`src/hw/rtl/audio_buffer_queue_player_macros.svh`:
```
// Assertion helpers for the top-level file, which checks itself.
`ifndef AUDIO_BUFFER_QUEUE_PLAYER_MACROS_SVH
`define AUDIO_BUFFER_QUEUE_PLAYER_MACROS_SVH

// Same-cycle implication, off while reset is held.
`define ABQP_ASSERT_IMP(label, ante, cons, msg) \
    label: assert property (@(posedge i_clk) disable iff (!i_rst_n) (ante) |-> (cons)) \
        else $error(msg);

// Next-cycle implication, active during reset as well.
`define ABQP_ASSERT_NXT(label, ante, cons, msg) \
    label: assert property (@(posedge i_clk) (ante) |=> (cons)) else $error(msg);

`endif

```
`src/hw/rtl/abqp_pkg.sv`:
```
package abqp_pkg;

    // Number of buffers in the ring; free_index is sized for it.
    localparam int QUEUE_DEPTH = 4;
    localparam int QW          = $clog2(QUEUE_DEPTH);

    // Host command codes.
    localparam logic [1:0] CMD_TICK   = 2'd0;
    localparam logic [1:0] CMD_WRITE  = 2'd1;
    localparam logic [1:0] CMD_COMMIT = 2'd2;

    // Classified operations as they travel to the engine.
    localparam logic [1:0] OP_TICK   = 2'd0;
    localparam logic [1:0] OP_WRITE  = 2'd1;
    localparam logic [1:0] OP_COMMIT = 2'd2;
    localparam logic [1:0] OP_NOP    = 2'd3;

    // How the output stage forms the sample.
    localparam logic [1:0] SK_NONE  = 2'd0;
    localparam logic [1:0] SK_HOLD  = 2'd1;
    localparam logic [1:0] SK_FETCH = 2'd2;

    // Configuration port: register index is paddr[2].
    localparam int         CFG_AW         = 3;
    localparam logic [0:0] REG_SKIP_TICKS = 1'b0;

    typedef struct packed {
        logic [1:0] command;
        logic [7:0] write_pos;
        logic [7:0] write_byte;
        logic [8:0] fill_count;
    } t_in_item;

    typedef struct packed {
        logic [9:0]    sample_out;
        logic          starved;
        logic          drop_request;
        logic          queue_full;
        logic [QW-1:0] free_index;
        logic          commit_accepted;
    } t_out_item;

    // Decoded command held in the front queue.
    typedef struct packed {
        logic [1:0] op;
        logic [7:0] pos;
        logic [7:0] wbyte;
        logic [8:0] count;
    } t_cmd;

    // Engine result waiting for the output stage.
    typedef struct packed {
        logic [1:0]    kind;
        logic          starved;
        logic          drop;
        logic          full;
        logic [QW-1:0] free_index;
        logic          accepted;
    } t_res;

endpackage

```
`src/hw/rtl/abqp_front.sv`:
```
module abqp_front #(
    parameter int BUFFER_LENGTH = 256
) (
    input  logic               i_clk,
    input  logic               i_rst_n,
    input  logic               i_in_valid,
    input  abqp_pkg::t_in_item i_in_item,
    output logic               o_in_stall,
    output logic               o_cmd_valid,
    output abqp_pkg::t_cmd     o_cmd,
    input  logic               i_cmd_ready
);

    localparam int FQ_DEPTH = 2;
    localparam int FQ_AW    = $clog2(FQ_DEPTH);
    localparam int FQ_CW    = $clog2(FQ_DEPTH + 1);
    // Largest count that fits both the field and one buffer.
    localparam logic [8:0] SAT = (BUFFER_LENGTH < 512) ? 9'(BUFFER_LENGTH) : 9'd511;

    abqp_pkg::t_cmd     r_q [FQ_DEPTH];
    logic [FQ_AW-1:0]   r_wr;
    logic [FQ_AW-1:0]   r_rd;
    logic [FQ_CW-1:0]   r_count;
    abqp_pkg::t_cmd     w_cmd;
    logic               w_push;
    logic               w_pop;

    // Position modulo the buffer length; the quotient is below 16.
    function automatic logic [7:0] wrap_pos(input logic [7:0] p);
        logic [15:0] v;
        v = {8'd0, p};
        for (int s = 3; s >= 0; s--) begin
            if (v >= (16'(BUFFER_LENGTH) << s)) begin
                v = v - (16'(BUFFER_LENGTH) << s);
            end
        end
        return v[7:0];
    endfunction

    always_comb begin
        unique case (i_in_item.command)
            abqp_pkg::CMD_TICK:   w_cmd.op = abqp_pkg::OP_TICK;
            abqp_pkg::CMD_WRITE:  w_cmd.op = abqp_pkg::OP_WRITE;
            abqp_pkg::CMD_COMMIT: w_cmd.op = abqp_pkg::OP_COMMIT;
            default:              w_cmd.op = abqp_pkg::OP_NOP;
        endcase
        w_cmd.pos   = wrap_pos(i_in_item.write_pos);
        w_cmd.wbyte = i_in_item.write_byte;
        w_cmd.count = (i_in_item.fill_count > SAT) ? SAT : i_in_item.fill_count;
    end

    assign o_in_stall  = (r_count == FQ_CW'(FQ_DEPTH));
    assign o_cmd_valid = (r_count != '0);
    assign o_cmd       = r_q[r_rd];
    assign w_push      = i_in_valid && !o_in_stall;
    assign w_pop       = o_cmd_valid && i_cmd_ready;

    always_ff @(posedge i_clk) begin
        if (!i_rst_n) begin
            r_wr    <= '0;
            r_rd    <= '0;
            r_count <= '0;
        end else begin
            if (w_push) begin
                r_wr <= r_wr + FQ_AW'(1);
            end
            if (w_pop) begin
                r_rd <= r_rd + FQ_AW'(1);
            end
            if (w_push && !w_pop) begin
                r_count <= r_count + FQ_CW'(1);
            end else if (w_pop && !w_push) begin
                r_count <= r_count - FQ_CW'(1);
            end
        end
    end

    always_ff @(posedge i_clk) begin
        if (w_push) begin
            r_q[r_wr] <= w_cmd;
        end
    end

endmodule

```
`config.mk`:
```
export PLATFORM = sky130hd
export DESIGN_NAME = abqp_front
export DESIGN_NICKNAME = d
export VERILOG_FILES = /design/src/hw/rtl/audio_buffer_queue_player_macros.svh /design/src/hw/rtl/abqp_pkg.sv /design/src/hw/rtl/abqp_front.sv
export SDC_FILE = /design/constraint.sdc
export NUM_CORES = 1
export LEC_CHECK = 0
export ABC_AREA = 0
export ABC_CLOCK_PERIOD_IN_PS = 2500
export BUFFER_PORTS_ARGS = -buffer_cell sky130_fd_sc_hd__buf_2
export CAP_MARGIN = 20
export CORE_MARGIN = 1
export CORE_UTILIZATION = 54
export CTS_BUF_LIST = sky130_fd_sc_hd__clkbuf_8
export CTS_CLUSTER_SIZE = 20
export DETAILED_ROUTE_END_ITERATION = 8
export PLACE_DENSITY = 0.82
export SLEW_MARGIN = 10
export SYNTH_ARGS = -nofsm -noshare
export SYNTH_HDL_FRONTEND = slang
export SYNTH_SLANG_ARGS = --single-unit
```
`constraint.sdc`:
```
create_clock -name i_clk -period 2.5 [get_ports i_clk]
set_input_delay 0.25 -clock i_clk [delete_from_list [all_inputs] [get_ports i_clk]]
set_output_delay 0.25 -clock i_clk [all_outputs]
set_load 0.1 [all_outputs]
```
Word-level counts from Yosys, hierarchy flattened
Memory sizes are Yosys's and may differ from the RTL's. A register that Yosys moved wholly into a read port is not among the register bits.
Cells that the tools add are included.

storage, ports and cells
  register bits = 4
  RAM bits = 54
  bits of input ports = 31
  output and inout port bits = 29
  word-level logic and storage cells = 30
  memories kept = 1

memories
  memory  depth  bits a word  rd ports  clocked after memory_dff  wr ports  line              RTL
  r_q     2      27           1         1                         1         abqp_front.sv:20  abqp_pkg::t_cmd r_q [FQ_DEPTH];

operators by class
  $add $sub $neg = 4
  $lt $le $gt $ge = 1
  equality and inequality tests = 3
  mux-type cells = 8
  reduce and logical (&&, ||, !) cells = 10

operators by type and width
  kind                                                                number
  9-bit greater-than comparator, second input constant                1
  9-bit 2-to-1 mux                                                    1
  2-bit case mux with 3 select lines                                  1
  2-bit == test, second input constant                                2
  1-bit logical AND                                                   4
  1-bit 2-to-1 mux                                                    4
  2-bit 2-to-1 mux                                                    2
  2-bit nonzero test                                                  2
  1-bit zero test                                                     3
  1-bit adder, second input constant                                  2
  2-bit by 1-bit adder with 2-bit output, second input constant       1
  2-bit by 1-bit == test with 1-bit output, second input constant     1
  2-bit zero test                                                     1
  2-bit by 1-bit subtractor with 2-bit output, second input constant  1

Longest topological paths before layout
  depth after elaboration = 7
  depth in mapped cells = 7
  mapped depth without buffers = 7

Worst setup path after synthesis
Ideal clock, no wire load.

  path type = register to register
  start point = reg r_count[0]
  end point = mem r_q[0][0] (netlist name) (enable)
  library setup time = 0.408 ns
  arrival = 1.911 ns
  required time = 2.092 ns
  setup slack = 0.181 ns
  cell stages (with the launch flop) = 4
  path buffers = 0
  period minus slack after synthesis = 2.319 ns
  cells stage by stage = dfxtp_1 nand2b_1 inv_2 nor3_2

on the way
  cells in the longest elaborated chain, start to end = 5

RTL lines
  item                                    line              RTL
  from (decl)                             abqp_front.sv:23  logic [FQ_CW-1:0] r_count;
  from (signal assigned)                  abqp_front.sv:71  r_count <= r_count + FQ_CW'(1);
  from (signal assigned)                  abqp_front.sv:73  r_count <= r_count - FQ_CW'(1);
  2-bit == test                           abqp_front.sv:52  assign o_in_stall = (r_count == FQ_CW'(FQ_DEPTH));
  named net o_in_stall                    abqp_front.sv:8   output logic o_in_stall,
  1-bit zero test                         abqp_front.sv:55  assign w_push = i_in_valid && !o_in_stall;
  1-bit logical AND                       abqp_front.sv:55
  1-bit 2-to-1 mux                        abqp_front.sv:79  if (w_push) begin
  1-bit 2-to-1 mux (implied by the code)  abqp_front.sv:80  r_q[r_wr] <= w_cmd;
  to (decl)                               abqp_front.sv:20

The timed path passes the listed nets, and every way through them passes these cells.

==> impl.org <==
** STA
- For the pin with the worst max-slew slack, the measured transition is roughly 0.51 ns.
- Clock skew on the completed layout was measured at between 0.01 and 0.015 ns.
- Static timing analysis puts the maximum clock frequency at about 490 MHz.
- Final Hold Vio Count :: 0
- Tightest slew margin relative to the limit :: 65.80%
- Final max-slew violation count :: 0
- RSZ-0062 raised after global routing :: false
- Dividing the final minimum period by the clock period gives between 80% and 90%.
- Total negative setup slack :: 0 ns
- Setup violations remaining at the end of the flow were counted as 0.
- Time the worst path needs with I/O delays and setup :: slightly above 2 ns

** Global routing
- In the global route stage, overall resource usage came out at approximately 18%.
- Pin count of the biggest net entering global routing :: 23
- Sum of overflow across all layers after global routing :: 0
- The number of antenna violations at the first check in global routing came to 0.
- The first global-routing pass estimated 5.540 mm of wire.
- The number of global-route vias before repair is around 1.3k.

** Clocking
- The number of setup buffers added after CTS is 0.
- In this run the deepest clock path goes through 2 buffers.
- Clock tree root driver cell :: clkbuf_8
- The later pin in the worst-skew pair is clocked with a latency of 0.32 ns.
- TritonCTS created 9 clock buffers.
- Clock tree from TritonCTS :: done
- The clock net in this run drives a total of 59 sinks.
- In this run, post-CTS repair resized a total of 0 instances.
- Clock-pin transition on the worst setup and hold timing paths :: ~0.060 ns
- The H-tree was split into 3 levels.
- In this run, post-CTS hold repair placed 0 buffers.

** Die
- Die Footprint :: 4416 um^2
- Row cnt :: 23
- The floorplan step set the die height to between 60 and 70 um.
- Ports placed on the boundary :: 60
- In this run the horizontal extent of the chip is 66.46 um.
- Core area :: 4000 um^2
- For this configuration, the core starts out at a cell density of 56.08%.

** Place
- Routability-driven placement congestion ratio :: 0.6955
- Number of buffers inserted by port buffering :: a little under 60
- Once detailed placement completed, the half-perimeter wirelength came to ~2.5 mm.

** Hold path
- Hold path start :: i_in_item[26]
- Worst hold path class :: in -> reg

** Drt
- After detailed routing, the average wire length per cell comes to between 15 and 20 um.
- The final route contains between 1k and 1.5k vias.
- The count of nets left with antenna violations once routing finished came out at 0.
- Final wirelength :: 3.660 mm
- Iteration count of the initial detailed-routing pass :: 5
- For this block, the initial DRC count from the detailed router was between 70 and 80.
- DRC violation count after routing :: 0
- Using the TritonRoute via totals, the vias-per-cell ratio works out to ~5.0.

** Outcome
- Status :: finished clean

** Layout
- Compared with the post-synthesis result, the final layout area differs by 25.10%.
- Summing all flip-flop and latch instances after layout gives between 1500 and 2000 um^2.
- 0 antenna diodes ended up in the layout.
- The net count of the finished layout is roughly 220.
- Final core area utilization :: a little over two thirds
- Fill cell instance count of the final layout :: between 200 and 250
- Area of the multi-input gates :: between 400 and 500 um^2
- Cells with a size suffix above 1 make up between 50% and 60% of the layout.

** Setup path
- Worst Setup Start Kind :: register
- The startpoint identified for the worst register-to-register timing path is r_count[0].
- Max incr delay on CP :: roughly 0.45 ns
- WS Path Type :: reg -> out
- Required time worst endpoint :: around 2.3 ns
- The worst setup path is captured at an output port.
- Cell at the slowest stage of the critical path :: dfxtp_1
- Ordered cell list for the critical path :: buf_4, mux2_2, buf_2
- Worst-path maximum fanout :: 22
- Critical path data arrival time :: around 1.8 ns

** Logic synthesis
- Counting flops with a built-in enable in the synthesized netlist gives 54.
- In this run the biggest area consumer among cell types represents about 72% of the synthesized area.
- The synthesized netlist devotes 1.450% of its cell area to compound gates.
- Leading area contributor after synthesis :: edfxtp_1
- Net count after synthesis :: 152
- Yosys instantiated no cell more often than edfxtp_1.
- Multiplexer area fraction after synthesis :: a little over an eighth
- Xor-xnor portion of the synthesized cell area :: roughly 1.2%
- The cell area that synthesis handed to floorplanning was roughly 2200 um^2.
- The commonest cells after synthesis are edfxtp_1 (54), mux2_2 (27), nor2b_1 (8).
- In this run the mean area of a mapped cell was roughly 19 um^2.
- Simple-gate portion of the synthesized area :: roughly 4.8%
- In the post-synthesis netlist, the biggest area contributors are edfxtp_1 (72%), mux2_2 (14%), dfxtp_1 (4.5%).
- Flip-flop cell with the highest count after synthesis :: edfxtp_1
- The synthesized design contains 59 register bits.
- Synthesis handed over a netlist of 120 instances.
- Share of the yosys chip area belonging to registers :: 76.74%
- The synthesized netlist devotes 0.5577% of its cell area to adder and majority cells.
- During synthesis, Yosys emitted a total of 0 warnings.
- Async set or reset register ratio after synthesis :: 0%
- The synthesized netlist contains 24 unique library cells.
- Combinational family with the most area after synthesis :: multiplexers

** Job
- Across the run, the number of max-cap violations was 0.
## worst max-delay path, delay by kind of cell, from the launching register on
family / cells / cell delay (ns)
muxes: 1 / 0.38
DFF: 1 / 0.45
buffers and inverters: 2 / 0.63
## metrics by stage
| step | std cells | cell area [um^2] | hold WS [ns] | setup WS, ns |
|---|---|---|---|---|
| after CTS | 242 | 2806 | 0.1064 | 0.4331 |
| after global routing | 242 | 2806 | 0.1026 | 0.3690 |
| after floorplan | 120 | 2243 | 0.3489 | 0.1809 |
| after global placement | 226 | 2599 | 0.4405 | 0.8057 |
| after detailed placement | 226 | 2599 | 0.4411 | 0.7185 |
| final | 242 | 2806 | 0.1191 | 0.4571 |
## cell usage in the layout (no fill, tap or decap)
cell / n
o21ai_0: 1
or3_1: 1
clkinv_1: 2
ha_1: 1
mux2_2: 27
inv_1: 2
buf_2: 59
and2_1: 3
buf_4: 3
nand2b_1: 1
clkinv_2: 1
clkinvlp_4: 1
nor2b_1: 8
clkbuf_8: 9
edfxtp_1: 54
dfxtp_1: 5
o21ai_1: 1
o21a_1: 1
inv_2: 1
bufinv_16: 2
nor2_1: 1
or2_2: 1
a21boi_0: 1
and3_1: 1
xnor2_1: 2
nor3_4: 1
a21boi_1: 1
xor2_1: 1
## layout make-up
type / instances / area share, %
flip-flops and latches: 59 / 61.35
multi-input cells: 53 / 17.43
repair buffers: 62 / 11.32
clock buffers: 9 / 4.414
clock inverters: 7 / 2.987
well taps: 50 / 2.229
inverters: 2 / 0.2675
## per-layer routing
metal / global-route usage, % / routed length, um / part of all wire [%] / up-vias
met5: 0 / 0 / 0 / -
met4: 11.70 / 44 / 1.2 / 0
met3: 6.164 / 194 / 5.3 / 4
met2: 30.99 / 1985 / 54 / 41
met1: 19.39 / 1435 / 39 / 575
li1: - / - / - / 585
## registers in the layout (all words and copies together) (netlist names), named ones only
name,flops
r_count,2
r_rd,1
r_wr,1
r_q,54
## kinds of logic (layout without fill, tap and decap cells)
| logic type | count (synthesis) | count (layout) |
|---|---|---|
| AOI/OAI and AO/OA | 5 | 5 |
| DFF | 59 | 59 |
| xor gates and xnor gates | 3 | 3 |
| buffers and inverters | 8 | 80 |
| muxes | 27 | 27 |
| adders and majority gates | 1 | 1 |
| and+or+nand+nor | 17 | 17 |
## path summary, 6_finish.rpt
check | end | cells after the start | slack (ns)
min reg2reg | r_count[1] | 2 | 0.56
max | o_cmd[7] | 3 | 0.46
min | r_q[1][26] | 1 | 0.12
max reg2reg | r_q[1][10] | 3 | 0.74
Power is not shown: default switching activity piles up to over one toggle a cycle in this logic, so the estimate is an artifact.
