## src/hw/rtl/audio_buffer_queue_player_macros.svh

```systemverilog
// Assertion helpers for the top-level file, which checks itself.
`ifndef AUDIO_BUFFER_QUEUE_PLAYER_MACROS_SVH
`define AUDIO_BUFFER_QUEUE_PLAYER_MACROS_SVH

// Same-cycle implication, off while reset is held.
`define ABQP_ASSERT_IMP(label, ante, cons, msg) \
    label: assert property (@(posedge i_clk) disable iff (!i_rst_n) (ante) |-> (cons)) \
        else $error(msg);

// Next-cycle implication, active during reset as well.
`define ABQP_ASSERT_NXT(label, ante, cons, msg) \
    label: assert property (@(posedge i_clk) (ante) |=> (cons)) else $error(msg);

`endif

```

## src/hw/rtl/abqp_pkg.sv

```systemverilog
package abqp_pkg;

    // Number of buffers in the ring; free_index is sized for it.
    localparam int QUEUE_DEPTH = 4;
    localparam int QW          = $clog2(QUEUE_DEPTH);

    // Host command codes.
    localparam logic [1:0] CMD_TICK   = 2'd0;
    localparam logic [1:0] CMD_WRITE  = 2'd1;
    localparam logic [1:0] CMD_COMMIT = 2'd2;

    // Classified operations as they travel to the engine.
    localparam logic [1:0] OP_TICK   = 2'd0;
    localparam logic [1:0] OP_WRITE  = 2'd1;
    localparam logic [1:0] OP_COMMIT = 2'd2;
    localparam logic [1:0] OP_NOP    = 2'd3;

    // How the output stage forms the sample.
    localparam logic [1:0] SK_NONE  = 2'd0;
    localparam logic [1:0] SK_HOLD  = 2'd1;
    localparam logic [1:0] SK_FETCH = 2'd2;

    // Configuration port: register index is paddr[2].
    localparam int         CFG_AW         = 3;
    localparam logic [0:0] REG_SKIP_TICKS = 1'b0;

    typedef struct packed {
        logic [1:0] command;
        logic [7:0] write_pos;
        logic [7:0] write_byte;
        logic [8:0] fill_count;
    } t_in_item;

    typedef struct packed {
        logic [9:0]    sample_out;
        logic          starved;
        logic          drop_request;
        logic          queue_full;
        logic [QW-1:0] free_index;
        logic          commit_accepted;
    } t_out_item;

    // Decoded command held in the front queue.
    typedef struct packed {
        logic [1:0] op;
        logic [7:0] pos;
        logic [7:0] wbyte;
        logic [8:0] count;
    } t_cmd;

    // Engine result waiting for the output stage.
    typedef struct packed {
        logic [1:0]    kind;
        logic          starved;
        logic          drop;
        logic          full;
        logic [QW-1:0] free_index;
        logic          accepted;
    } t_res;

endpackage

```

## src/hw/rtl/abqp_mix.sv

```systemverilog
module abqp_mix (
    input  logic                i_clk,
    input  logic                i_rst_n,
    input  logic                i_res_valid,
    input  abqp_pkg::t_res      i_res,
    input  logic [7:0]          i_rdata,
    output logic                o_res_taken,
    input  logic                i_out_stall,
    output logic                o_out_valid,
    output abqp_pkg::t_out_item o_out_item
);

    logic [9:0]  r_held;
    logic [9:0]  w_d;
    logic [10:0] w_sum;
    logic [9:0]  w_sample;

    assign w_d   = {i_rdata, 2'b00};
    assign w_sum = {1'b0, w_d} + {1'b0, r_held};

    always_comb begin
        case (i_res.kind)
            abqp_pkg::SK_FETCH: w_sample = w_sum[10:1];
            abqp_pkg::SK_HOLD:  w_sample = r_held;
            default:            w_sample = '0;
        endcase
    end

    assign o_res_taken = i_res_valid && !i_out_stall;
    assign o_out_valid = i_res_valid;

    always_comb begin
        o_out_item.sample_out      = w_sample;
        o_out_item.starved         = i_res.starved;
        o_out_item.drop_request    = i_res.drop;
        o_out_item.queue_full      = i_res.full;
        o_out_item.free_index      = i_res.free_index;
        o_out_item.commit_accepted = i_res.accepted;
    end

    // The held sample moves only when a fetch result leaves the block.
    always_ff @(posedge i_clk) begin
        if (!i_rst_n) begin
            r_held <= '0;
        end else if (o_res_taken && i_res.kind == abqp_pkg::SK_FETCH) begin
            r_held <= w_d;
        end
    end

endmodule

```

## config.mk

```make
export PLATFORM = sky130hd
export DESIGN_NAME = abqp_mix
export DESIGN_NICKNAME = d
export VERILOG_FILES = /design/src/hw/rtl/audio_buffer_queue_player_macros.svh /design/src/hw/rtl/abqp_pkg.sv /design/src/hw/rtl/abqp_mix.sv
export SDC_FILE = /design/constraint.sdc
export NUM_CORES = 1
export LEC_CHECK = 0
export ABC_CLOCK_PERIOD_IN_PS = 2750
export BUFFER_PORTS_ARGS = -buffer_cell sky130_fd_sc_hd__buf_4
export CELL_PAD_IN_SITES_DETAIL_PLACEMENT = 1
export CELL_PAD_IN_SITES_GLOBAL_PLACEMENT = 2
export CORE_MARGIN = 5
export CORE_UTILIZATION = 27
export DETAILED_ROUTE_END_ITERATION = 10
export GPL_TIMING_DRIVEN = 0
export HOLD_SLACK_MARGIN = 0.1
export PLACE_DENSITY = 0.86
export SKIP_LAST_GASP = 1
export SYNTH_ARGS = -nofsm -noshare
export SYNTH_HDL_FRONTEND = slang
export SYNTH_SLANG_ARGS = --single-unit
```

## constraint.sdc

```tcl
create_clock -name i_clk -period 2.75 [get_ports i_clk]
set_input_delay 0.55 -clock i_clk [delete_from_list [all_inputs] [get_ports i_clk]]
set_output_delay 0.55 -clock i_clk [all_outputs]
set_load 0.01 [all_outputs]
```

== Word-level counts from Yosys, hierarchy flattened ==
Index checks and enable logic that the tools add are counted.
W data, S select, Z words.

* ROM bits: 0
* Bits in writable memories: 0
* Output and inout port bits: 18
* Bits in registers: 8
* Input bits: 20
* Memories kept: 0
* Word-level logic and storage cells: 8
* Latch bits: 0

* Order comparisons: 0
* Multiplexer cells: 1
* Add/subtract/negate cells: 1
* Equal/unequal tests: 2
* Divide/modulo/power cells: 0
* Multipliers: 0
* Bitwise logic cells: 0
* Shift operators: 0
* Reductions and logical operators: 3

{| class="wikitable"
|+ Operators with widths
! operator !! count
|-
| $pmux W10 S2 || 1
|-
| $add A10 B10 Y11 || 1
|-
| $eq A2 B1 Y1 const B || 1
|-
| $eq A2 B2 Y1 const B || 1
|-
| $logic_and A1 B1 Y1 || 2
|-
| $logic_not A1 Y1 || 1
|}

== Longest topological paths before layout ==
Gate-level depths: netlist (run 1).

* Depth in word-level cells: 3
* Gate-level depth with buffers: 6
* Gate-level depth less buffers: 6

== Least setup slack after synthesis (run 1) ==
OpenSTA, ideal clock, no wires.

* Kind: input-to-output
* Start point: input port i_rdata[0]
* End point: output port o_out_item[13] (netlist bit)
* Data arrival time: 1803 ps
* Stages on the path: 6
* Slack: 397 ps
* Required time: 2200 ps
* Path buffers: 0
* Cells stage by stage: ha_1 -> fa_1 -> nand3_2 -> a31oi_2 -> o21a_1 -> o32ai_2

{| class="wikitable"
|+ RTL lines
! what !! line !! source
|-
| start, declared || abqp_mix.sv:6 || <nowiki>input logic [7:0] i_rdata,</nowiki>
|-
| end, declared || abqp_mix.sv:10 || <nowiki>output abqp_pkg::t_out_item o_out_item</nowiki>
|}

==> run_results.csv, run 1 <==
group,metric,value,unit
setup_path,worstSetupPathType,"in2out",
global_routing,busiest_layer,"met2",
setup_path,worstPathCellList,"buf_4 -> ha_1 -> fa_1 -> nand3_2 -> a31oi_2 -> o21a_1 -> o32ai_2 -> buf_4",
power,p_leak,0.536,nW
setup_path,cp.required,2.20,ns
detailed_routing,wl_per_cell,12.9,um
power,power.density,275,nW/um^2
logic_synthesis,synth_edf_count,0,
sta,setup_viol,0,
clock_network,insertion_delay,0.25,ns
detailed_routing,drt-total-wl,2.47,mm
logic_synthesis,yosysTopAreaCell,"dfxtp_1",
detailed_routing,via_per_inst,4.74,
die,pin_count,38,
logic_synthesis,yosysSeqAreaShare,18.4,%
logic_synthesis,synthDistinctLibCells,33,
clock_network,post-cts-setup-buffers,0,
setup_path,endpoint_kind,"output pin",
logic_synthesis,synth_top_family_by_area,"compound AO/OA/AOI/OAI gates",
global_routing,grt_util_all_layers,11.9,%
detailed_routing,drt-initial-drc-count,8,
global_routing,grt_pass1_wl,4.11,mm
logic_synthesis,synth_top_area_share,18.4,%
setup_path,crit_family,"adder cells",
final_layout,fin_nets,180,
logic_synthesis,yosys-top-cells-area,"dfxtp_1 18%, ha_1 14%, nand2_1 7.8%",
detailed_routing,vias,906,
logic_synthesis,synthCells,114,
logic_synthesis,synth_compound_area_share,25.9,%
logic_synthesis,ys_ff_latch,8,
detailed_routing,drt_pre_antenna_iters,3,
status,status,"completed",
final_layout,layout_commonest_cell,"buf_4",
setup_path,max_stage_delay,0.42,ns
sta,final.setup.tns,0,ns
clock_network,cts_resized,0,
global_routing,grtUsageMet2,22.0,%
global_routing,grt_overflow_total,0,
logic_synthesis,synth_xor_xnor_area_share,5.03,%
logic_synthesis,syn_avg_cell_area,7.64,sq um
setup_path,crit_fanout,3,
final_layout,regArea,160,sq um
sta,slew_viol_final,0,
final_layout,drive_gt1_share,33.3,%
setup_path,worstPathArrival,2.10,ns
sta,post-route-min-period,2.65,ns
clock_network,cts_max_level,1,
die,initial_core_util,28.3,%
placed_design,place.gp.congestion,0.795,
logic_synthesis,synthFlopType,"dfxtp_1",
placed_design,dp_hpwl,2.15,mm
final_layout,area_delta_synth_final,34.8,%
sta,fin_skew,0,ns
final_layout,n_antenna_cell,0,
final_layout,stdcell_count,191,
worst_hold_path,min_path_type,"reg2reg",
logic_synthesis,yosys.area_share.simple,20.7,%
clock_network,cts_made_buffers,3,
placed_design,portBuffers,30,
setup_path,cp-start-kind,"primary input",
placed_design,dp_cells,188,
sta,rsz0062_at_grt,"false",
logic_synthesis,syn_nets,145,
die,die_h,66.8,um
clock_network,cts_tree,"done",
clock_network,clock_path_buffers,2,
logic_synthesis,ys_async_sr_fraction,0,%
detailed_routing,route.detailed.drc,0,
die,core.rowCount,20,
global_routing,use_met1,14.0,%
die,die_w,66.8,um
global_routing,antenna_found_initial,0,
global_routing,use_met3,1.69,%
final_layout,largest_register,"r_held",
clock_network,cts_hold_buf,0,
global_routing,grt_pass1_vias,945,
final_layout,largest_register_ffs,8,
setup_path,crit_top_cell,"buf_4",
detailed_routing,postRouteAntennaNets,0,
sta,timing.final.crit_share,96.2,%
logic_synthesis,synthMuxAreaShare,1.29,%
clock_network,root_buffer,"clkbuf_4",
setup_path,crit_slowest_cell,"fa_1",
die,coreArea,3080,sq um
logic_synthesis,synth_warnings,0,
power,ir_drop,0.284,mV
logic_synthesis,synth_fa_ha_area_share,16.7,%
final_layout,fill_cells,390,
die,dieArea,4460,sq um
clock_network,clkTransAtPathRegs,0.05,ns
sta,clock.fmax,378,MHz
logic_synthesis,netlist_area,871,sq um
final_layout,final_cell_mix,"38 x buf_4, 18 x nand2_1, 11 x nand3_1",
clock_network,cts.sinks,8,
final_layout,reg.largest.list,"r_held x8",
global_routing,grt_max_degree,11,
final_layout,multi_input_area,609,sq um
sta,hold_viol,0,
job,maxCapViolCount,0,
setup_path,path_buf_inv,2,
-- power by group --
group / internal (mW) / switching (mW)
sequential: 0.119 / 0.00233
combinational: 0.0566 / 0.0577
clock: 0.0498 / 0.0376
-- synth_stat cells (2+ instances only) --
library cell	n
nand2b_1	3
dfxtp_1	8
inv_1	5
o22ai_1	3
ha_1	10
buf_2	3
buf_4	8
nor2_1	3
a21oi_1	8
nand3_1	11
xnor2_1	2
a22oi_1	3
xor2_1	3
nand2_1	18
a21boi_0	8
-- kinds of logic (layout without fill, tap and decap cells) --
group                      count (synthesis)  in the layout
xor gates and xnor gates                   5              5
adders and majority gates                 11             11
muxes                                      1              1
other                                      1              1
and+or+nand+nor                           39             39
buffers and inverters                     18             51
DFF                                        8              8
AOI/OAI and AO/OA                         31             31
-- final timing paths --
kind                                  from  cells past startpoint        endpoint  slack, ns
worst max-delay path            i_rdata[0]                      8  o_out_item[13]       0.10
worst min-delay path             r_held[9]                      2       r_held[9]       0.49
worst max register to register   r_held[3]                      2       r_held[3]       2.05
worst min register to register   r_held[9]                      2       r_held[9]       0.49
-- through the flow --
step                      instance area (sq um)  utilization [%]  power [mW]  hold WS, ns  setup slack [ns]
after floorplan                             871                -       0.189        0.461             0.397
after global placement                     1150             37.4       0.236        0.473             0.102
after detailed placement                   1150             37.4       0.239        0.488            0.0931
after CTS                                  1170             38.1       0.329        0.495            0.0883
after global routing                       1170             38.1       0.348        0.520            0.0132
final                                      1170             38.1       0.323        0.487             0.104
-- worst register-to-register path: stages, from the launching register on --
cell and delay, ns:
dfxtp_1 0.41, nand2_1 0.06, a21boi_0 0.15
-- cell type report --
type,instances,area share (%)
Multi-Input combinational cell,88,51.9
Inverter,5,1.60
Sequential cell,8,13.6
Tap cell,44,4.69
Timing Repair Buffer,30,19.2
Clock buffer,3,1.92
Buffer,13,7.04
-- routing by layer --
| metal | vias up | routed length [um] | share of wire (%) |
|---|---|---|---|
| met5 | - | 0 | 0 |
| met4 | 0 | 25 | 1.0 |
| met3 | 2 | 118 | 4.8 |
| met2 | 20 | 1260 | 51 |
| met1 | 416 | 1060 | 43 |
| li1 | 468 | - | - |
Note: power is estimated with default switching activity, not from simulation.
==> run 2, diff against run 1 <==
CAP_MARGIN = 20   (was unset)
CORE_UTILIZATION = 28   (was 27)
CTS_BUF_LIST = sky130_fd_sc_hd__clkbuf_4   (was unset)
PLACE_DENSITY = 0.89   (was 0.86)
SLEW_MARGIN = 20   (was unset)
==> run 2 against run 1 <==
Sequential share of layout area barely moved. Cell count stayed put. Sequential power about the same. Via count increased by 2.4%. Critical path depth is the same. Clock power is 4.5% higher. Die area shrank 3.0%. First-iteration DRC count unchanged. Core utilization rose by 0.71 points. Critical endpoint unchanged. Highest routed layer unchanged.
==> run_results.csv, run 2 (synthesis results as in run 1) <==
group,metric,value,unit
setup_path,crit_top_cell,"buf_4",
sta,hold_viol,0,
sta,timing.final.crit_share,95.2,%
sta,setup_viol,0,
clock_network,cts_max_level,1,
setup_path,cp.required,2.20,ns
final_layout,largest_register,"r_held",
setup_path,rrSetupSlack,2.04,ns
detailed_routing,drt-total-wl,2.52,mm
final_layout,reg.largest.list,"r_held x8",
final_layout,final_cell_mix,"38 x buf_4, 18 x nand2_1, 11 x nand3_1",
final_layout,layout_commonest_cell,"buf_4",
setup_path,crit_fanout,3,
setup_path,reg2reg_from,"r_held[3]",
sta,fin_ws,0.133,ns
global_routing,use_met1,13.9,%
sta,rsz0062_at_grt,"false",
sta,slew_viol_final,0,
worst_hold_path,hold_end,"r_held[9]",
final_layout,drive_gt1_share,34.0,%
detailed_routing,drt_pre_antenna_iters,3,
sta,holdWs,0.495,ns
detailed_routing,via_per_inst,4.86,
setup_path,max_stage_delay,0.38,ns
sta,post-route-min-period,2.62,ns
detailed_routing,route.detailed.drc,0,
final_layout,fin_nets,180,
setup_path,worst-path-stages,8,
setup_path,crit_slowest_cell,"fa_2",
final_layout,fin_util,38.8,%
worst_hold_path,min_path_type,"reg2reg",
worst_hold_path,hold_depth,2,
clock_network,clock_path_buffers,2,
clock_network,cts_made_buffers,3,
final_layout,regArea,160,sq um
clock_network,insertion_delay,0.26,ns
clock_network,cts_tree,"done",
setup_path,worstPathCellList,"buf_4 -> ha_1 -> fa_2 -> nand3_2 -> a31oi_2 -> o21a_1 -> o32ai_2 -> buf_4",
setup_path,crit_family,"adder cells",
power,ir_drop,0.182,mV
setup_path,worstPathArrival,2.07,ns
clock_network,clkTransAtPathRegs,0.05,ns
placed_design,portBuffers,30,
job,maxCapViolCount,0,
detailed_routing,drt-initial-drc-count,8,
global_routing,grt_util_all_layers,12.5,%
power,power.density,278,nW/um^2
status,status,"completed",
final_layout,largest_register_ffs,8,
placed_design,place_ws,0.0599,ns
power,p_leak,0.534,nW
setup_path,worstSetupPathType,"in2out",
setup_path,setup.worst_path.start,"i_rdata[0]",
setup_path,ff2ff_path_depth,2,
final_layout,multi_input_area,612,sq um
global_routing,antenna_found_initial,0,
global_routing,grt_max_degree,11,
global_routing,grt_overflow_total,0,
die,die_h,65.8,um
die,dieArea,4330,sq um
setup_path,cp-start-kind,"primary input",
global_routing,use_met3,1.02,%
setup_path,r2r_end,"r_held[3]",
setup_path,path_buf_inv,2,
global_routing,grtUsageMet2,23.8,%
detailed_routing,vias,928,
placed_design,place.gp.congestion,0.879,
detailed_routing,wl_per_cell,13.2,um
clock_network,root_buffer,"clkbuf_4",
clock_network,cts.sinks,8,
power,total_power,0.327,mW
sta,fin_skew,0,ns
sta,final.setup.tns,0,ns
die,initial_core_util,28.8,%
global_routing,grt_pass1_vias,941,
placed_design,dp_hpwl,2.16,mm
worst_hold_path,worstHoldStart,"r_held[9]",
sta,clock.fmax,382,MHz
final_layout,n_antenna_cell,0,
setup_path,endpoint_kind,"output pin",
detailed_routing,postRouteAntennaNets,0,
global_routing,busiest_layer,"met2",
die,pin_count,38,
final_layout,fill_cells,397,
global_routing,grt_pass1_wl,4.27,mm
die,die_w,65.8,um
die,coreArea,3030,sq um
die,core.rowCount,20,
final_layout,area_delta_synth_final,35.1,%
## run 2: changes by cell type in the layout (fill, tap and decap cells not counted)
| cell | previous run | this run |
|---|---|---|
| fa_1 | 1 | 0 |
| fa_2 | 0 | 1 |
## run 2: stage by stage
stage          instance area [sq um]  instances
6_report                        1180        191
5_1_grt                         1180        191
4_1_cts                         1170        191
3_5_place_dp                    1150        188
3_3_place_gp                    1150        188
2_1_floorplan                    871        114
## run 2: tightest hold or removal path: cells and delay by family (launching register included)
kind / cells / cell delay, ns
compound gates: 1 / 0.06
flops: 1 / 0.32
simple gates: 1 / 0.06
## run 2: layout make-up
type	count	share of cell area, %
plain buffers	13	7.02
inverters	5	1.60
flip-flops and latches	8	13.6
multi-input cells	88	52.0
well taps	44	4.68
clock buffers	3	1.91
repair buffers	30	19.1
## run 2: how the worst max path moves through the flow
stage / to / slack [ns]
5_1_grt: o_out_item[13] / 0.05
6_report: o_out_item[13] / 0.13
2_1_floorplan: o_out_item[13] / 0.40
3_5_place_dp: o_out_item[13] / 0.06
3_3_place_gp: o_out_item[13] / 0.08
4_1_cts: o_out_item[13] / 0.05
## run 2: where the power goes
group          total [mW]  switching [mW]  internal [mW]
Clock              0.0912          0.0412         0.0500
Combinational       0.115          0.0576         0.0569
Sequential          0.121         0.00250          0.119
## run 2: routing by layer
| layer | vias to the layer above | share of wire (%) |
|---|---|---|
| li1 | 460 | - |
| met1 | 441 | 41 |
| met2 | 24 | 53 |
| met3 | 3 | 4.2 |
| met4 | 0 | 1.4 |
| met5 | - | 0 |
## run 2: repair_timing
| action | in CTS | in global routing |
|---|---|---|
| setup buffers | 0 | 0 |
| endpoints found under the setup margin | 0 | 1 |
| hold buffers | 0 | 0 |
| resized for setup | 0 | 1 |
==> run 3, diff against run 2 <==
ABC_AREA = 1   (was unset)
CORE_UTILIZATION = 26   (was 28)
PLACE_DENSITY = 0.88   (was 0.89)
TNS_END_PERCENT = 100   (was unset)
==> run 3 against run 2 <==
Maximum frequency up 2.0%. Critical path depth up 4. Clock-buffer cell count unchanged. Synthesized area up 0.29%. Sequential share of layout area about the same. Cell count up 10%. Flip-flop and latch count unchanged. Hold slack worse by 0.0052 ns. Non-clock buffer count down 2. Register-to-register slack better by 0.05 ns. Core utilization down 3.0 points.
==> run_results.csv, run 3 <==
group,metric,value,unit
final_layout,stdcell_count,211,
sta,timing.final.crit_share,93.3,%
setup_path,cp-start-kind,"primary input",
logic_synthesis,ys_ff_latch,8,
final_layout,n_antenna_cell,0,
final_layout,area_delta_synth_final,35.0,%
worst_hold_path,hold_depth,2,
setup_path,rrSetupSlack,2.09,ns
die,dieArea,4620,sq um
setup_path,worstSetupPathType,"in2out",
logic_synthesis,synth_commonest_cells,"35 x nand2_1, 19 x a21oi_1, 16 x nand3_1",
status,status,"completed",
detailed_routing,drt-initial-drc-count,31,
sta,final.setup.tns,0,ns
clock_network,cts.sinks,8,
sta,slew_viol_final,0,
sta,post-route-min-period,2.57,ns
final_layout,reg.largest.list,"r_held x8",
setup_path,worstPathArrival,2.02,ns
detailed_routing,vias,982,
clock_network,cts_max_level,1,
placed_design,portBuffers,30,
detailed_routing,drt-total-wl,2.76,mm
logic_synthesis,yosys-top-cells-area,"dfxtp_1 18%, nand2_1 15%, ha_1 14%",
final_layout,largest_register,"r_held",
detailed_routing,wl_per_cell,13.1,um
logic_synthesis,synthDistinctLibCells,21,
setup_path,reg2reg_from,"r_held[3]",
clock_network,insertion_delay,0.26,ns
clock_network,cts_resized,0,
logic_synthesis,synth_top_area_share,18.3,%
setup_path,cp.required,2.20,ns
die,core.rowCount,21,
logic_synthesis,synthCells,132,
die,coreArea,3280,sq um
logic_synthesis,netlist_area,873,sq um
clock_network,cts_tree,"done",
placed_design,dp_hpwl,2.29,mm
die,die_w,68.0,um
power,p_sw_share,32.6,%
die,initial_core_util,26.6,%
global_routing,grt_overflow_total,0,
setup_path,r2r_end,"r_held[3]",
die,die_h,68.0,um
sta,hold_viol,0,
final_layout,final_cell_mix,"39 x buf_4, 35 x nand2_1, 19 x a21oi_1",
clock_network,cts_made_buffers,3,
logic_synthesis,syn_nets,163,
sta,clock.fmax,390,MHz
placed_design,place.gp.congestion,0.822,
power,ir_drop,0.156,mV
final_layout,largest_register_ffs,8,
detailed_routing,route.detailed.drc,0,
global_routing,antenna_found_initial,0,
logic_synthesis,yosysTopAreaCell,"dfxtp_1",
logic_synthesis,synthFlopType,"dfxtp_1",
job,maxCapViolCount,0,
power,p_leak,0.606,nW
detailed_routing,postRouteAntennaNets,0,
sta,rsz0062_at_grt,"false",
final_layout,layout_commonest_cell,"buf_4",
clock_network,root_buffer,"clkbuf_4",
setup_path,ff2ff_path_depth,2,
worst_hold_path,min_path_type,"reg2reg",
power,power.density,282,nW/um^2
clock_network,clkTransAtPathRegs,0.06,ns
placed_design,dp_cells,208,
setup_path,endpoint_kind,"output pin",
setup_path,crit_fanout,3,
power,seqPwrFrac,36.3,%
logic_synthesis,yosysMostFrequentCell,"nand2_1",
sta,setup_viol,0,
power,pwr-share-clk,28.6,%
detailed_routing,via_per_inst,4.65,
detailed_routing,drt_pre_antenna_iters,4,
logic_synthesis,yosysSeqAreaShare,18.3,%
power,p_int,0.224,mW
global_routing,grt_max_degree,11,
final_layout,fin_nets,198,
power,switching_power,0.108,mW
logic_synthesis,synth_warnings,0,
global_routing,grt_pass1_vias,985,
sta,fin_skew,0,ns
power,combPwrFrac,35.1,%
logic_synthesis,ys_async_sr_fraction,0,%
global_routing,grt_util_all_layers,12.8,%
clock_network,cts_hold_buf,0,
final_layout,drive_gt1_share,31.5,%
global_routing,grt_pass1_wl,4.46,mm
die,pin_count,38,
setup_path,setup.worst_path.start,"i_rdata[0]",
setup_path,endpoint,"o_out_item[15]",
logic_synthesis,synth_edf_count,0,
clock_network,clock_path_buffers,2,
logic_synthesis,syn_avg_cell_area,6.62,sq um
clock_network,post-cts-setup-buffers,0,
run 3: cell count changes after synthesis, sizes merged, moves of 2 or more:
| cell | delta |
|---|---|
| a21oi | +12 |
| o22ai | -3 |
| nand3b | +2 |
| nand2 | +20 |
| a21boi | -8 |
| inv | +8 |
| a22oi | -3 |
| nor2 | +3 |
| nand2b | -3 |
| xnor2 | -2 |
| nand3 | +5 |
| buf | -2 |
| xor2 | -3 |
run 3: final cells by class:
type                            count  area, sq um
Fill cell                         437         2110
Timing Repair Buffer               30          225
Multi-Input combinational cell    100          588
Sequential cell                     8          160
Clock buffer                        3         22.5
Tap cell                           46         57.6
Inverter                           13         48.8
Buffer                             11         76.3
run 3: worst min-delay path by stage:
| stage | start | end | slack (ns) |
|---|---|---|---|
| final | r_held[9] | r_held[9] | 0.49 |
| after global routing | r_held[6] | r_held[6] | 0.51 |
| after CTS | r_held[6] | r_held[6] | 0.49 |
| after detailed placement | r_held[6] | r_held[6] | 0.49 |
| after global placement | r_held[9] | r_held[9] | 0.47 |
| after floorplan | r_held[2] | r_held[2] | 0.46 |
run 3: worst max-delay path, stage by stage:
cell and delay (ns):
buf_4 0.12, ha_1 0.22, fa_1 0.41, nand2_1 0.09, nand2_2 0.09, nand3b_4 0.09, nand2_2 0.06, nand3_1 0.08
nand2_1 0.06, nand2_1 0.06, nand2_1 0.05, buf_4 0.13
run 3: logic make-up (layout without fill, tap and decap cells):
kind of cell	after synthesis	count (layout)	share of synthesized area, %
other	1	1	0.429
and+or+nand+nor	64	64	35.1
DFF	8	8	18.3
adders and majority gates	11	11	16.6
buffers and inverters	24	57	14.3
AOI/OAI and AO/OA	24	24	15.2
run 3: metrics by stage:
stage | worst slack, ns | util [%] | power (mW) | hold slack, ns | area [sq um]
floorplan | 0.494 | - | 0.190 | 0.458 | 873
global placement | 0.195 | 35.2 | 0.238 | 0.472 | 1160
detailed placement | 0.172 | 35.2 | 0.241 | 0.485 | 1160
CTS | 0.171 | 35.9 | 0.338 | 0.494 | 1180
global route | 0.0382 | 35.9 | 0.360 | 0.513 | 1180
finish | 0.184 | 35.9 | 0.332 | 0.490 | 1180
run 3: metal layers:
layer | GRT usage [%] | share of wire (%)
met4 | 2.98 | 0.91
met1 | 15.2 | 43
met2 | 23.0 | 51
met5 | 0 | 0
met3 | 3.12 | 4.6
run 3: power groups by stage:
stage                     logic, mW  registers, mW  clock network [mW]
after global routing          0.130          0.121               0.109
after global placement        0.115          0.123                   0
after CTS                     0.119          0.121              0.0985
final                         0.117          0.121              0.0950
after floorplan              0.0674          0.122                   0
after detailed placement      0.118          0.123                   0
